===== src/rtl/core/lrut_pkg.sv =====
`timescale 1ns / 1ps
// ----------------------------------------------------------------------------
// LRU cache hit tracker package
// Shared widths, reset values, channel item types and cell control group.
// ----------------------------------------------------------------------------
package lrut_pkg;

    // Fixed field widths of the channels and the configuration register.
    localparam int KEY_W   = 32;
    localparam int COUNT_W = 32;
    localparam int CAP_W   = 5;

    // Defaults for the top level parameters.
    localparam int DEFAULT_MAX_ENTRIES = 16;
    localparam int DEFAULT_KEY_BITS    = 32;

    // Capacity after reset.
    localparam logic [CAP_W-1:0] CAPACITY_RESET = 5'd16;

    // Counter value at which the totals stop counting.
    localparam logic [COUNT_W-1:0] COUNT_MAX = '1;

    // One input item.
    typedef struct packed {
        logic [KEY_W-1:0] access_key;
    } in_item_t;

    // One result item.
    typedef struct packed {
        logic               hit;
        logic               evicted_valid;
        logic [KEY_W-1:0]   evicted_key;
        logic [COUNT_W-1:0] hit_total;
        logic [COUNT_W-1:0] access_total;
    } out_item_t;

    // Control broadcast from the top level to every cell of the stack.
    typedef struct packed {
        logic step;   // an item is accepted in this cycle
        logic hit;    // the probe key matched some cell
        logic evict;  // the stack is at or above capacity, so a miss drops the tail
    } cell_ctrl_t;

endpackage


===== src/rtl/core/lrut_stream_if.sv =====
`timescale 1ns / 1ps
// ----------------------------------------------------------------------------
// LRU cache hit tracker stream channel
// Valid/ready channel carrying one item of the given payload type.
// ----------------------------------------------------------------------------
interface lrut_stream_if #(
    parameter type payload_t = logic
) ();

    logic     valid;
    logic     ready;
    payload_t data;

    modport source (
        output valid,
        output data,
        input  ready
    );

    modport sink (
        input  valid,
        input  data,
        output ready
    );

endinterface


===== src/rtl/core/lrut_cell.sv =====
`timescale 1ns / 1ps
// ----------------------------------------------------------------------------
// LRU cache hit tracker stack cell
// One position of the recency stack: holds a key and its valid bit, compares
// the probe key and takes its left neighbour's entry when the stack shifts.
// ----------------------------------------------------------------------------
module lrut_cell #(
    parameter int SK = 32
) (
    input  logic                clk,
    input  logic                rst_n,
    input  lrut_pkg::cell_ctrl_t ctrl,
    input  logic [SK-1:0]       probe_key,
    input  logic [SK-1:0]       left_key,
    input  logic                left_valid,
    input  logic                right_valid,
    input  logic                seen_in,
    output logic                seen_out,
    output logic [SK-1:0]       key,
    output logic                valid,
    output logic                tail
);

    logic [SK-1:0] key_reg;
    logic          valid_reg;
    logic          match;
    logic          load;

    // Match on this cell; the seen flag tells whether the hit lies here or
    // further towards the least recently used end.
    assign match    = valid_reg && (key_reg == probe_key);
    assign seen_out = match | seen_in;

    // On a hit, every cell up to the hit position shifts. On a miss with
    // eviction, all valid cells shift and the tail entry falls out. On a miss
    // without eviction, the stack grows by one cell.
    always_comb
    begin
        if (!ctrl.step)
        begin
            load = 1'b0;
        end
        else if (ctrl.hit)
        begin
            load = seen_out;
        end
        else if (ctrl.evict)
        begin
            load = valid_reg;
        end
        else
        begin
            load = left_valid;
        end
    end

    // Key store: no reset, it is only looked at where valid is set.
    always_ff @(posedge clk)
    begin
        if (load)
        begin
            key_reg <= left_key;
        end
    end

    // Valid bit.
    always_ff @(posedge clk or negedge rst_n)
    begin
        if (!rst_n)
        begin
            valid_reg <= 1'b0;
        end
        else if (load)
        begin
            valid_reg <= left_valid;
        end
    end

    assign key   = key_reg;
    assign valid = valid_reg;
    assign tail  = valid_reg && !right_valid;

endmodule


===== src/rtl/core/lru_cache_hit_tracker_core.sv =====
`timescale 1ns / 1ps
// ----------------------------------------------------------------------------
// LRU cache hit tracker core
// Fully associative LRU cache model built as a recency-ordered stack of cells.
// ----------------------------------------------------------------------------
// Each item on access_in carries one access key. For every accepted item one
// result item appears on result_out: the hit flag, the evicted key with its
// valid flag, and the saturating hit and access totals including this item.
// The cells are kept in recency order, most recently used first, so a hit
// shifts the cells up to the hit position and a miss shifts the whole stack,
// dropping the tail entry when occupancy has reached the capacity.
// The result is valid in the cycle after acceptance, and one item is taken
// every cycle unless the receiver stalls: the tag compare, the hit position
// chain and the stack shift all complete within the accepting cycle.
// The result sits in an output register; a new item is accepted whenever the
// register is empty or its item is taken in the same cycle, so a stalled
// receiver holds the result and stops acceptance until it is taken.
// Reset empties the stack, clears both totals and sets the capacity to its
// reset value. cfg_we writes the capacity; zero acts as one, values above
// the built entry count act as that count.
// ----------------------------------------------------------------------------
module lru_cache_hit_tracker_core #(
    parameter int MAX_ENTRIES = lrut_pkg::DEFAULT_MAX_ENTRIES,
    parameter int KEY_BITS    = lrut_pkg::DEFAULT_KEY_BITS
) (
    input  logic                       clk,
    input  logic                       rst_n,
    input  logic                       cfg_we,
    input  logic [lrut_pkg::CAP_W-1:0] cfg_wdata,
    lrut_stream_if.sink                access_in,
    lrut_stream_if.source              result_out
);

    // Stored key width: keys are compared on their low KEY_BITS bits.
    localparam int SK    = (KEY_BITS < lrut_pkg::KEY_W) ? KEY_BITS : lrut_pkg::KEY_W;
    localparam int OCC_W = $clog2(MAX_ENTRIES + 1);
    localparam int CMP_W = (OCC_W > lrut_pkg::CAP_W) ? OCC_W : lrut_pkg::CAP_W;

    logic [lrut_pkg::CAP_W-1:0]   cap_reg;
    logic [OCC_W-1:0]             occ_reg;
    logic [OCC_W-1:0]             occ_next;
    logic [lrut_pkg::COUNT_W-1:0] hit_cnt_reg;
    logic [lrut_pkg::COUNT_W-1:0] hit_cnt_next;
    logic [lrut_pkg::COUNT_W-1:0] acc_cnt_reg;
    logic [lrut_pkg::COUNT_W-1:0] acc_cnt_next;
    logic                         out_valid_reg;
    lrut_pkg::out_item_t          out_item_reg;
    lrut_pkg::out_item_t          out_item_next;

    logic                         step;
    logic                         hit;
    logic                         evict;
    logic [CMP_W-1:0]             cap_ext;
    logic [CMP_W-1:0]             eff_cap;
    logic [SK-1:0]                probe_key;
    logic [SK-1:0]                tail_key;
    lrut_pkg::cell_ctrl_t         ctrl;

    logic [SK-1:0]                cell_key [MAX_ENTRIES];
    logic [MAX_ENTRIES:0]         cell_valid;
    logic [MAX_ENTRIES:0]         seen;
    logic [MAX_ENTRIES-1:0]       cell_tail;

    // Handshake: take an item while the output register is free or emptying.
    assign access_in.ready = !out_valid_reg || result_out.ready;
    assign step            = access_in.valid && access_in.ready;
    assign probe_key       = access_in.data.access_key[SK-1:0];

    // Effective capacity and the eviction condition.
    always_comb
    begin
        cap_ext = CMP_W'(cap_reg);
        if (cap_ext == '0)
        begin
            eff_cap = CMP_W'(1);
        end
        else if (cap_ext > CMP_W'(MAX_ENTRIES))
        begin
            eff_cap = CMP_W'(MAX_ENTRIES);
        end
        else
        begin
            eff_cap = cap_ext;
        end
    end

    assign evict = CMP_W'(occ_reg) >= eff_cap;
    assign hit   = seen[0];

    assign ctrl.step  = step;
    assign ctrl.hit   = hit;
    assign ctrl.evict = evict;

    // The stack ends: nothing beyond the last cell.
    assign seen[MAX_ENTRIES]       = 1'b0;
    assign cell_valid[MAX_ENTRIES] = 1'b0;

    // Row of cells, most recently used at index zero.
    for (genvar i = 0; i < MAX_ENTRIES; i++)
    begin : g_cell
        logic [SK-1:0] left_key;
        logic          left_valid;

        if (i == 0)
        begin : g_head
            assign left_key   = probe_key;
            assign left_valid = 1'b1;
        end
        else
        begin : g_body
            assign left_key   = cell_key[i-1];
            assign left_valid = cell_valid[i-1];
        end

        lrut_cell #(
            .SK (SK)
        ) u_cell (
            .clk         (clk),
            .rst_n       (rst_n),
            .ctrl        (ctrl),
            .probe_key   (probe_key),
            .left_key    (left_key),
            .left_valid  (left_valid),
            .right_valid (cell_valid[i+1]),
            .seen_in     (seen[i+1]),
            .seen_out    (seen[i]),
            .key         (cell_key[i]),
            .valid       (cell_valid[i]),
            .tail        (cell_tail[i])
        );
    end

    // The tail cell is the least recently used entry; exactly one is marked
    // when the stack is not empty.
    always_comb
    begin
        tail_key = '0;
        for (int i = 0; i < MAX_ENTRIES; i++)
        begin
            tail_key = tail_key | (cell_key[i] & {SK{cell_tail[i]}});
        end
    end

    // Counter and occupancy updates for the accepted item.
    always_comb
    begin
        acc_cnt_next = (acc_cnt_reg == lrut_pkg::COUNT_MAX) ? acc_cnt_reg
                                                            : acc_cnt_reg + 1'b1;
        hit_cnt_next = hit_cnt_reg;
        if (hit && (hit_cnt_reg != lrut_pkg::COUNT_MAX))
        begin
            hit_cnt_next = hit_cnt_reg + 1'b1;
        end
        occ_next = occ_reg;
        if (!hit && !evict)
        begin
            occ_next = occ_reg + 1'b1;
        end
    end

    // Result item for the accepted item.
    always_comb
    begin
        out_item_next.hit           = hit;
        out_item_next.evicted_valid = !hit && evict;
        out_item_next.evicted_key   = (!hit && evict) ? lrut_pkg::KEY_W'(tail_key)
                                                      : '0;
        out_item_next.hit_total     = hit_cnt_next;
        out_item_next.access_total  = acc_cnt_next;
    end

    // Control and counter registers.
    always_ff @(posedge clk or negedge rst_n)
    begin
        if (!rst_n)
        begin
            cap_reg       <= lrut_pkg::CAPACITY_RESET;
            occ_reg       <= '0;
            hit_cnt_reg   <= '0;
            acc_cnt_reg   <= '0;
            out_valid_reg <= 1'b0;
        end
        else
        begin
            if (cfg_we)
            begin
                cap_reg <= cfg_wdata;
            end
            if (step)
            begin
                occ_reg     <= occ_next;
                hit_cnt_reg <= hit_cnt_next;
                acc_cnt_reg <= acc_cnt_next;
            end
            if (step)
            begin
                out_valid_reg <= 1'b1;
            end
            else if (result_out.ready)
            begin
                out_valid_reg <= 1'b0;
            end
        end
    end

    // Output payload register.
    always_ff @(posedge clk)
    begin
        if (step)
        begin
            out_item_reg <= out_item_next;
        end
    end

    assign result_out.valid = out_valid_reg;
    assign result_out.data  = out_item_reg;

endmodule


===== src/flat_wrapper.sv =====
// flat-port wrapper written by rule: the top's interface ports become plain ports
module lru_cache_hit_tracker_core_flat 
#(
    parameter int MAX_ENTRIES = lrut_pkg::DEFAULT_MAX_ENTRIES,
    parameter int KEY_BITS    = lrut_pkg::DEFAULT_KEY_BITS
)
  (clk, rst_n, cfg_we, cfg_wdata, access_in_valid, access_in_data, access_in_ready, result_out_valid, result_out_data, result_out_ready);
  lrut_stream_if #(.payload_t(lrut_pkg::in_item_t)) access_in_i ();
  lrut_stream_if #(.payload_t(lrut_pkg::out_item_t)) result_out_i ();
  input  logic clk;
  input  logic rst_n;
  input  logic cfg_we;
  input  logic [lrut_pkg::CAP_W-1:0] cfg_wdata;
  input wire logic [$bits(access_in_i.valid)-1:0] access_in_valid;
  input wire logic [$bits(access_in_i.data)-1:0] access_in_data;
  output wire logic [$bits(access_in_i.ready)-1:0] access_in_ready;
  output wire logic [$bits(result_out_i.valid)-1:0] result_out_valid;
  output wire logic [$bits(result_out_i.data)-1:0] result_out_data;
  input wire logic [$bits(result_out_i.ready)-1:0] result_out_ready;
  assign access_in_i.valid = access_in_valid;
  assign access_in_i.data = access_in_data;
  assign access_in_ready = access_in_i.ready;
  assign result_out_valid = result_out_i.valid;
  assign result_out_data = result_out_i.data;
  assign result_out_i.ready = result_out_ready;
  lru_cache_hit_tracker_core #(.MAX_ENTRIES(MAX_ENTRIES), .KEY_BITS(KEY_BITS)) u_core (.clk(clk), .rst_n(rst_n), .cfg_we(cfg_we), .cfg_wdata(cfg_wdata), .access_in(access_in_i), .result_out(result_out_i));
endmodule

===== config.mk =====
export PLATFORM = sky130hd
export DESIGN_NAME = lru_cache_hit_tracker_core_flat
export DESIGN_NICKNAME = d
export VERILOG_FILES = /design/src/rtl/core/lrut_pkg.sv /design/src/rtl/core/lrut_stream_if.sv /design/src/rtl/core/lrut_cell.sv /design/src/rtl/core/lru_cache_hit_tracker_core.sv /design/src/flat_wrapper.sv
export SDC_FILE = /design/constraint.sdc
export NUM_CORES = 2
export LEC_CHECK = 0
export BUFFER_PORTS_ARGS = -buffer_cell sky130_fd_sc_hd__buf_2
export CAP_MARGIN = 25
export CORE_UTILIZATION = 45
export DETAILED_ROUTE_END_ITERATION = 8
export PLACE_DENSITY = 0.57
export SETUP_SLACK_MARGIN = 0.4
export SLEW_MARGIN = 10
export SYNTH_ARGS = -nofsm -noshare
export SYNTH_HDL_FRONTEND = slang
export SYNTH_SLANG_ARGS = --single-unit

===== constraint.sdc =====
create_clock -name clk -period 7.9 [get_ports clk]
set_input_delay 0.79 -clock clk [delete_from_list [all_inputs] [get_ports clk]]
set_output_delay 0.79 -clock clk [all_outputs]
set_load 0.05 [all_outputs]

# Word-level counts from Yosys, hierarchy flattened
# Index checks and enable logic that the tools add are counted.
op_classes:
  n_addsub: 3
  multipliers: 0
  n_div: 0
  order_cmp: 2
  n_eq_ne: 18
  n_shift: 0
  n_mux: 54
  n_bitwise: 46
  n_reduce_logical: 57
op_table:
  columns: ["op", "n"]
  rows:
  - ["AND 32 bit", 16]
  - ["== test 32 bit", 16]
  - ["OR 32 bit", 15]
  - ["adder 32 x 1 -> 32 bit, second input constant", 2]
  - ["two-way mux 32 bit", 2]
  - ["two-way mux 1 bit", 50]
  - ["logical AND 1 bit", 35]
  - ["== test 32 bit, second input constant", 1]
  - ["inequality test 32 bit, second input constant", 1]
  - ["logical NOT 1 bit", 18]
  - ["OR 1 bit", 15]
  - ["two-way mux 5 bit", 2]
  - ["adder 5 x 1 -> 5 bit, second input constant", 1]
  - [">= comparator 5 bit", 1]
  - ["> comparator 5 bit, second input constant", 1]
  - ["logical NOT 5 bit", 1]
  - ["AND reduction 2 bit", 1]
  - ["nonzero test 2 bit", 1]
  - ["logical OR 1 bit", 1]
word_totals:
  ff_bits: 701
  latchBits: 0
  ram_bits: 0
  romBits: 0
  inputBits: 42
  out_inout_bits: 100
  n_memories: 0

# Depth between registers and ports, before layout
logic_depth:
  ltp_word: 20
  ltp_mapped: 15
  mapped_depth_nobuf: 13

# Modules after synthesis
# A second synthesis with hierarchy kept.
unflattened:
  cells_unflattened: 2421
  hier_area_um2: 33054.2
by_module_without_submodules:
  columns: ["module", "instances", "cells_each", "area_each_um2", "seq_area_each_um2"]
  rows:
  - ["lrut_cell", 16, 90, 1420.1, 985.9]
  - ["lru_cache_hit_tracker_core", 1, 981, 10332.4, 4820.9]

# Worst setup path before layout
# No wires, ideal clock.
synth_timing:
  kind: "in2reg"
  start: "input result_out_ready"
  end: "register u_core.acc_cnt_reg[21] (netlist name)"
  setup_time_ns: 0.132
  arrival_time_ns: 5.472
  required_time_ns: 7.768
  setup_slack_ns: 2.296
  path_stages: 7
  cell_sequence: "nand2b_1 -> nand2_1 -> inv_1 -> clkbuf_1 -> buf_1 -> nand3_1 -> xnor2_1"
synth_between:
  elab_chain_len: 2
synth_rtl:
  columns: ["element", "line", "source"]
  rows:
  - ["start: declaration", "flat_wrapper.sv:19", "input wire logic [$bits(result_out_i.ready)-1:0] result_out_ready;"]
  - ["logical OR 1 bit", "lru_cache_hit_tracker_core.sv:65", "assign access_in.ready = !out_valid_reg || result_out.ready;"]
  - ["logical AND 1 bit", "lru_cache_hit_tracker_core.sv:66", "assign step = access_in.valid && access_in.ready;"]
  - ["net u_core.step", "lru_cache_hit_tracker_core.sv:50", "logic step;"]
  - ["end signal: assignment", "lru_cache_hit_tracker_core.sv:193", "acc_cnt_reg <= acc_cnt_next;"]
  - ["end: declaration", "lru_cache_hit_tracker_core.sv:44", "logic [lrut_pkg::COUNT_W-1:0] acc_cnt_reg;"]
# The timed path passes the listed nets, and every way through them passes these cells.
# A chain may end at the register's enable or synchronous reset.

# Worst setup path after layout
layout_timing:
  start: "input access_in_data[31]"
  end: "register u_core.g_cell[7].u_cell.key_reg[26], enable pin"
layout_between:
  elab_chain_len: 19
  elab_cells_between_ends: 49
  cone_classes: "eq/ne: 16; mux: 2; bitwise: 15; reduce/logical: 16"
layout_rtl:
  columns: ["element", "line", "source"]
  rows:
  - ["start: declaration", "flat_wrapper.sv:15", "input wire logic [$bits(access_in_i.data)-1:0] access_in_data;"]
  - ["== test 32 bit", "lrut_cell.sv:31", "assign match = valid_reg && (key_reg == probe_key);"]
  - ["logical AND 1 bit", "lrut_cell.sv:31", null]
  - ["OR 1 bit (15 in series)", "lrut_cell.sv:32", "assign seen_out = match | seen_in;"]
  - ["two-way mux 1 bit (*)", "lrut_cell.sv:43", "else if (ctrl.hit)"]
  - ["two-way mux 1 bit (*)", "lrut_cell.sv:39", "if (!ctrl.step)"]
  - ["net u_core.g_cell[7].u_cell.load", "lrut_cell.sv:27", "logic load;"]
  - ["end signal: assignment", "lrut_cell.sv:62", "key_reg <= left_key;"]
  - ["end: declaration", "lrut_cell.sv:24", "logic [SK-1:0] key_reg;"]
# The timed path passes the listed nets; every way through them passes the cells marked *.

==> results.yml <==
run_status:
  outcome: "complete, no violations"
die:
  core_um2: 73450
  start_util_pct: 45.81
  die_area_um2: 75880
  dieHeight_um: 275.5
  num_rows: 99
  dieWidth_um: 275.5
  ioPinCount: 142
route:
  dr.max_layer_used: "met5"
  wirelength_mm: 135.5
  first_pass_iters: 6
  wl_per_cell_um: 37.27
  vias: 23520
  wl_met1_mm: 51.15
  drtAntennaViolNets: 0
  wl_met2_mm: 59.61
  drc_errors: 0
  avgViaCountPerCell: 6.467
  drtIter0Drc: 3705
  wl_met3_mm: 14.61
synth:
  synth_top_area_share_pct: 54.44
  synth_common_cells: "edfxtp_1 (610), xor2_1 (360), xnor2_1 (272), a22oi_1 (166), nor2_1 (126)"
  synth.area.top_cells: "edfxtp_1 (54%), xor2_1 (9.4%), xnor2_1 (7.1%), dfrtp_1 (6.7%), a22oi_1 (3.7%)"
  ys.flop_type: "edfxtp_1"
  synthSimpleGateAreaFrac_pct: 9.790
  ys_types: 78
  synth_xor_area_share_pct: 16.50
  synth-edff-count: 610
  synth_top_family_by_area: "XOR/XNOR gates"
  synthArstFlopShare_pct: 12.98
  yosysMostFrequentCell: "edfxtp_1"
  seq_area_frac_synth_pct: 61.21
  synth_compound_area_share_pct: 8.284
  syn_inst: 2494
  synthMuxAreaShare_pct: 0.6358
  synth_fp_nets: 2544
  synth_area_um2: 33650
  synth_largest_area_cell: "edfxtp_1"
  ys_ff_latch: 701
  yosysWarningCount: 0
  synth_area_per_cell_um2: 13.49
  synth-adder-area-share_pct: 0.2975
sta:
  finClkSkew_ns: 0.03386
  setup_tns_ns: 0
  finalHoldViolCount: 0
  tightest_slew_ns: 1.063
  rsz0062_at_grt: "false"
  fin_crit_sh_pct: 69.03
  max_slew_margin_pct: 28.51
  setup_violations: 0
  finalMaxSlewViolations: 0
  max_freq_mhz: 183.4
  fin_ws_ns: 2.446
  whs_ns: 0.1190
  finalCriticalPeriod_ns: 5.454
placement:
  dp_slack_ns: 2.106
  place.port_buffers: 141
  placed_cells: 3486
  gp_congestion: 1.074
  place_hpwl_mm: 93.67
worst_setup_path:
  regToRegSetupSlack_ns: 2.72
  timing.rr.start: "u_core.g_cell[15].u_cell.key[31]$_DFFE_PP_"
  required_ns: 8.16
  r2r_cells: 9
  start_kind: "input port"
  critical_path_class: "input port to register"
  cp_max_fo: 22
  endpoint_kind: "register"
  r2r-end: "u_core.g_cell[7].u_cell.key[26]$_DFFE_PP_"
  worstPathArrival_ns: 5.71
clock_network:
  insertion_delay_ns: 0.64
  clock_sinks: 701
  path_clk_slew_ns: 0.06
  cts_resized: 0
  cts_hold_buf: 0
  cts_inserted_buffers: 79
  cts_tree: "built"
  htreeDepth: 3
  root_buffer: "clkbuf_16"
  cts_setup_buffers: 0
  clk_path_buf_depth: 3
cells_and_area:
  nets: 2660
  utilization_pct: 51.34
  area_growth_pct: 12.06
  final_cells: 3636
  drive_above_1_share_pct: 14.35
  largest_register_ffs: 512
job:
  cap_violations: 0
power_and_ir_drop:
  power.density_nw_per_um2: 323.9
  cellLeakagePower_nw: 13.36
  irDropWorstVdd_v: 0.0001763
global_route:
  track_usage_pct: 35.75
  grt_max_degree: 75
  grt-ovfl-total: 0
  grt_pass1_wl_mm: 184.9
  grt_pass1_vias: 22460
  antenna_found_initial: 5
worst_hold_path:
  hold_class: "input port to asynchronous set/reset pin"
## cells in the final DEF, fill, tap and decap left out, types with 48 or more instances in the layout
cell / count
a221oi_1: 48
buf_2: 141
nor4_1: 81
clkbuf_16: 85
dfrtp_1: 89
edfxtp_1: 610
a22oi_1: 166
xor2_1: 360
nand2_1: 112
nand3_1: 100
nand4_1: 88
nor2_1: 118
xnor2_1: 272
## worst max path at each step
stage / from / to / slack [ns] / cells past startpoint
after floorplan: result_out_ready / u_core.acc_cnt_reg[21]$_DFFE_PN0P_ / 2.30 / 7
after global placement: access_in_data[31] / u_core.g_cell[7].u_cell.key[20]$_DFFE_PP_ / 2.03 / 10
after detailed placement: access_in_data[31] / u_core.g_cell[7].u_cell.key[20]$_DFFE_PP_ / 2.11 / 10
after CTS: access_in_data[31] / u_core.g_cell[7].u_cell.key[22]$_DFFE_PP_ / 2.76 / 10
after global routing: access_in_data[31] / u_core.g_cell[7].u_cell.key[30]$_DFFE_PP_ / 2.38 / 10
final: access_in_data[31] / u_core.g_cell[7].u_cell.key[26]$_DFFE_PP_ / 2.45 / 10
## stage by stage
step                instance area (um2)  power [mW]
floorplan                         33650       6.982
global placement                  35140       8.486
detailed placement                35140       8.493
CTS                               37690       12.15
global route                      37710       12.48
finish                            37710       12.21
## per-layer routing
metal  global-route usage, %  up-vias
li1                        -     9557
met1                   47.13    11830
met2                   53.76     1766
met3                   7.516      354
met4                   22.75        6
met5                       0        -
## cell type report
cell class              count  area [um2]
diodes                      1       2.502
clock buffers             113        2292
clock inverters            34       257.7
fillers                  6334       35750
inverters                  14       57.56
multi-input cells        1627       12210
flip-flops and latches    701       20600
well taps                 959        1200
repair buffers            187        1096
## power breakdown
group | switching, mW | total (mW) | internal, mW
registers | 0.581 | 5.42 | 4.84
clock network | 1.56 | 3.68 | 2.12
logic | 2.28 | 3.11 | 0.824
total | 4.43 | 12.2 | 7.79
## cells by family (layout without fill, tap and decap cells)
| family | after synthesis | after routing |
|---|---|---|
| AO/OA/AOI/OAI | 349 | 349 |
| XOR/XNOR | 633 | 633 |
| adder cells (fa/ha/maj) | 8 | 8 |
| buffers and inverters | 166 | 348 |
| flip-flops | 701 | 701 |
| multiplexers | 19 | 19 |
| other | 0 | 1 |
| AND/OR/NAND/NOR | 618 | 618 |
## critical path, stage by stage
cell and delay [ns]:
buf_2 0.43, xor2_1 0.30, nor4_1 0.82, nand4_1 0.47
nor4_2 0.83, nor2_1 0.23, nand2_1 0.31, nor2_1 0.17
a31oi_4 0.70, buf_4 0.61
(Power assumes the default switching activity.)
